--- config.mk ---
export PLATFORM = sky130hd
export DESIGN_NAME = ffha_ram
export DESIGN_NICKNAME = d
export VERILOG_FILES = /design/src/rtl/ffha_ram.sv
export SDC_FILE = /design/constraint.sdc
export NUM_CORES = 1
export LEC_CHECK = 0
export BUFFER_PORTS_ARGS = -buffer_cell sky130_fd_sc_hd__buf_2
export CAP_MARGIN = 20
export CORE_MARGIN = 3
export CORE_UTILIZATION = 25
export CTS_CLUSTER_SIZE = 28
export DETAILED_ROUTE_END_ITERATION = 10
export GPL_ROUTABILITY_DRIVEN = 0
export GPL_TIMING_DRIVEN = 0
export PLACE_DENSITY = 0.41
export SYNTH_ARGS = -nofsm -noshare
export SYNTH_HDL_FRONTEND = slang
export SYNTH_SLANG_ARGS = --single-unit
export TNS_END_PERCENT = 30
--- constraint.sdc ---
create_clock -name clk -period 2 [get_ports clk]
set_input_delay 0 -clock clk [delete_from_list [all_inputs] [get_ports clk]]
set_output_delay 0 -clock clk [all_outputs]
set_load 0.1 [all_outputs]
--- src/rtl/ffha_ram.sv ---
`default_nettype none
module ffha_ram #(
	parameter int Width = 8,
	parameter int Depth = 16
) (
	input wire logic clk,
	input wire logic we,
	input wire logic [$clog2(Depth)-1:0] waddr,
	input wire logic [Width-1:0] wdata,
	input wire logic [$clog2(Depth)-1:0] raddr,
	output logic [Width-1:0] rdata
);
	logic [Width-1:0] mem [Depth];

	always_ff @(posedge clk) begin
		if (we) begin
			mem[waddr] <= wdata;
		end
		rdata <= mem[raddr];
	end
endmodule
`default_nettype wire

; Word level (Yosys, flattened, before mapping)
; Memories as Yosys holds them, arrays and structs flattened. A register that Yosys moved wholly into a read port is not among the register bits.
; Cells that the tools add are included.
; W data, S select, Z words.
[totals]
ramBits = 128
mem_count = 1
ff_bits = 0
rom_bits = 0
latchBits = 0
[classes]
div_mod_pow = 0
n_reduce_logical = 0
mux = 2
n_addsub = 0
n_shift = 0
magnitude_cmp = 0
bitwise = 0
mul = 0
n_eq_ne = 0
[memory_table]
columns = name, depth, width, read_ports, rd_clocked_by_memory_dff, write_ports, line_no
row1 = mem, 16, 8, 1, 1, 1, 13  ; logic [Width-1:0] mem [Depth];
[ops]
columns = operator, count
row1 = $mux W1, 2

; Depth between registers and ports, before layout
[logic_depth]
depth_word = 2
depth_mapped = 5

; Worst setup path after synthesis
; Ideal clock, no wire load.
[synth_path]
kind = input port to flip-flop
startpoint = in waddr[2]
endpoint = mem mem[0][0] (enable)
setup_slack_ps = 507
setup_time_ps = 383
n_path_buf = 0
arrival_time_ps = 1110
required_time_ps = 1617
stages = 2
cell_sequence = or3b_2 nor3_1
[synth_rtl]
columns = item, line_no
row1 = from (decl), 8  ; input wire logic [$clog2(Depth)-1:0] waddr,
row2 = to (decl), 13
; No word-level cell before the write port.

==> results by group <==
Placement
  – DP Worst Slack: 0.0711 ns
  – Dpl cell area: between 0.005 and 0.006 mm2
  – Final HPWL DP: about 7.3 mm
  – Input/output buffers: 24

Synth
  – Synth Cell Area: just over 0.005 mm2
  – Most frequent cells after synthesis: edfxtp_1, mux4_2, a22oi_1
  – Distinct cells, synth: 19
  – Ranking of synthesized cells by area: edfxtp_1, mux4_2, mux4_1
  – Post-synth top flop: edfxtp_1
  – Syn Nets: 247
  – Post-synth ARST share: 0%
  – Post-Syn Instances: roughly 230
  – Seq cells post-synth: 136
  – Top cell type's share of synthesized area: between 70 and 80%
  – Most numerous cell in the Yosys netlist: edfxtp_1
  – Synth Warn #: 0
  – Syn Area/Cell: 22.5 um2
  – Biggest area consumer among synthesized cells: edfxtp_1
  – EDFF count, synth: 128
  – Sequential element share of the synthesized area: 77.8%

Critical path
  – RR Endpoint: rdata[2]$_DFF_P_
  – CP required: between 2 and 2.5 ns
  – Crit path kind: flop to flop
  – Crit path cell chain: mux4_1 > a22oi_1 > nand2_1
  – CP max stage delay: ~0.57 ns
  – Worst Path Arrival: 1.84 ns
  – Worst-path fanout max: 1
  – Critical R2R Launch: mem[1][2]$_DFFE_PP_
  – Worst Reg-to-Reg Cells: 3
  – CP Launch Point: mem[1][2]$_DFFE_PP_
  – Crit. End Element: flop
  – CP max stage cell: mux4_1
  – R2R Setup Slk: 0.45 ns
  – Setup crit start kind: flop

CTS
  – CTS tree: built
  – Root Buffer: clkbuf_16
  – Cts repair resizes: 0
  – CTS HTree Levels: 4
  – Latest clock arrival within the worst-skew pair: 0.42 ns
  – Clock tree buffer depth: 2
  – CTS Sinks: approximately 140
  – Clk slew on worst S/H paths: 0.06 ns
  – CTS Buf Count: 17

Final layout
  – Area grow syn2layout: 21.5%
  – Post-Route Utilization: between 30% and 40%
  – Layout cells sized above 1: about 28%
  – Design area: 0.00625 mm2
  – Nets: 298
  – N_diodes: 0

Global routing
  – Grt met3 use: 3.91%
  – Most Used Layer, Global Route: met2
  – GR Util met1: ~15%
  – First-pass GRT wire length: about 17 mm
  – Largest net degree at the start of global routing: 17
  – Initial antenna violation count: 0
  – Total GRT Usage: 11.1%
  – GR Util met2: between 10% and 20%
  – Vias in the first global route: 2488
  – Gr ovfl total: 0

Timing
  – RSZ-0062 raised after global routing: no
  – Fin. max-slew vios: 0
  – Clock Skew: 0.0113 ns
  – # setup viols final: 0
  – Final Hold Violating Endpoints: 0
  – Post-layout min period: around 1.5 ns
  – Fmax: 647 MHz
  – Slew headroom: 37.4%
  – Worst slew pin tran: 0.932 ns
  – Fraction of the cycle the final worst path needs: around 77%
  – Setup ws final: between 0.4 and 0.5 ns
  – Final hold slack: 0.0186 ns

Min path
  – Worst hold path depth: 1
  – Hold_sp: wdata[0]
  – Hold EP: mem[1][0]$_DFFE_PP_
  – Hold WC Path Type: primary input to flop

Power and ir drop
  – P per Cell Area: 1070 mW/mm2
  – P_leak: 2.06 nW
  – Design Power: roughly 0.0067 W
  – Peak supply drop: around 590 uV

Floorplan
  – Die W: 149 um
  – DIE HEIGHT: 149 um
  – Die area: 0.0223 mm2
  – # IOs: 26
  – Initial Utilization: 25.9%
  – Row Count: 51
  – Core area: 0.0198 mm2

Status
  – Status: complete, no violations

Route
  – Drc violations: 0
  – Detailed Routing Iterations Pass 1: 4
  – ANT nets after route: 0
  – Routed WL: 11.5 mm
  – Starting DRT DRC Count: between 200 and 250
  – Vias: about 2400
  – Via density: 4.29
  – WL per Instance: slightly above 20 um

Flow run
  – MaxCap Viol Count: 0
[area by class of cell]
cell class | count | area (um2)
buffer | 10 | 86.3
timing repair buffer | 32 | 195
clock inverter | 11 | 130
clock buffer | 21 | 440
fill | 1911 | 13600
multi-input combinational | 83 | 1070
sequential | 136 | 4000
tap | 265 | 332
[registers in the layout, indices dropped and copies added (netlist names)]
register	flops
rdata	8
mem	128
[cell usage in the layout, fill, tap and decap left out, types with 3 or more instances in the layout]
cell / instances
nand2_1: 9
dfxtp_1: 8
clkbuf_16: 17
buf_6: 3
nor2_1: 13
clkbuf_1: 4
a22oi_1: 16
clkdlybuf4s25_2: 3
clkinv_2: 5
mux4_2: 18
dlygate4sd3_1: 6
bufinv_16: 3
buf_4: 3
mux4_1: 14
buf_2: 27
edfxtp_1: 128
[what timing repair did]
action,in CTS,in global routing
setup buffers,0,0
hold buffers,6,0
hold endpoints to repair,60,0
[logic make-up (layout without fill, tap and decap cells)]
| logic type | count (synthesis) | after routing | synth area share, % |
|---|---|---|---|
| mux | 32 | 32 | 15.0 |
| simple gates | 35 | 35 | 3.18 |
| flops | 136 | 136 | 77.8 |
| buf+inv | 10 | 74 | 1.68 |
| compound gates | 16 | 16 | 2.33 |
[power breakdown]
part	switching [W]	internal, W	total [W]
combinational	0.000331	0.000135	0.000465
sequential	0.0000134	0.00319	0.00320
clock	0.00109	0.00194	0.00303
[layer usage]
metal | vias to the layer above | wire, um
met5 | - | 0
li1 | 1074 | -
met3 | 16 | 636
met2 | 58 | 5310
met4 | 0 | 147
met1 | 1245 | 5390
[critical path, delay by kind of cell, from the launching register on]
kind	cells	cell delay (ns)
muxes	1	0.57
DFF	1	0.35
and+or+nand+nor	1	0.09
AOI/OAI and AO/OA	1	0.42
[stage by stage]
step | setup TNS, ns | std cells
after floorplan | 0 | 229
after global placement | -1.41 | 518
after detailed placement | 0 | 520
after CTS | 0 | 558
after global routing | 0 | 558
final | 0 | 558
[worst max-delay path by stage]
stage | to | slack, ns | depth (start not counted)
after CTS | rdata[1]$_DFF_P_ | 0.44 | 3
after floorplan | mem[0][0]$_DFFE_PP_ | 0.51 | 2
after detailed placement | mem[0][1]$_DFFE_PP_ | 0.07 | 4
after global placement | mem[0][1]$_DFFE_PP_ | -0.18 | 3
final | rdata[2]$_DFF_P_ | 0.45 | 3
after global routing | rdata[1]$_DFF_P_ | 0.40 | 3
Note: power is estimated with default switching activity, not from simulation.
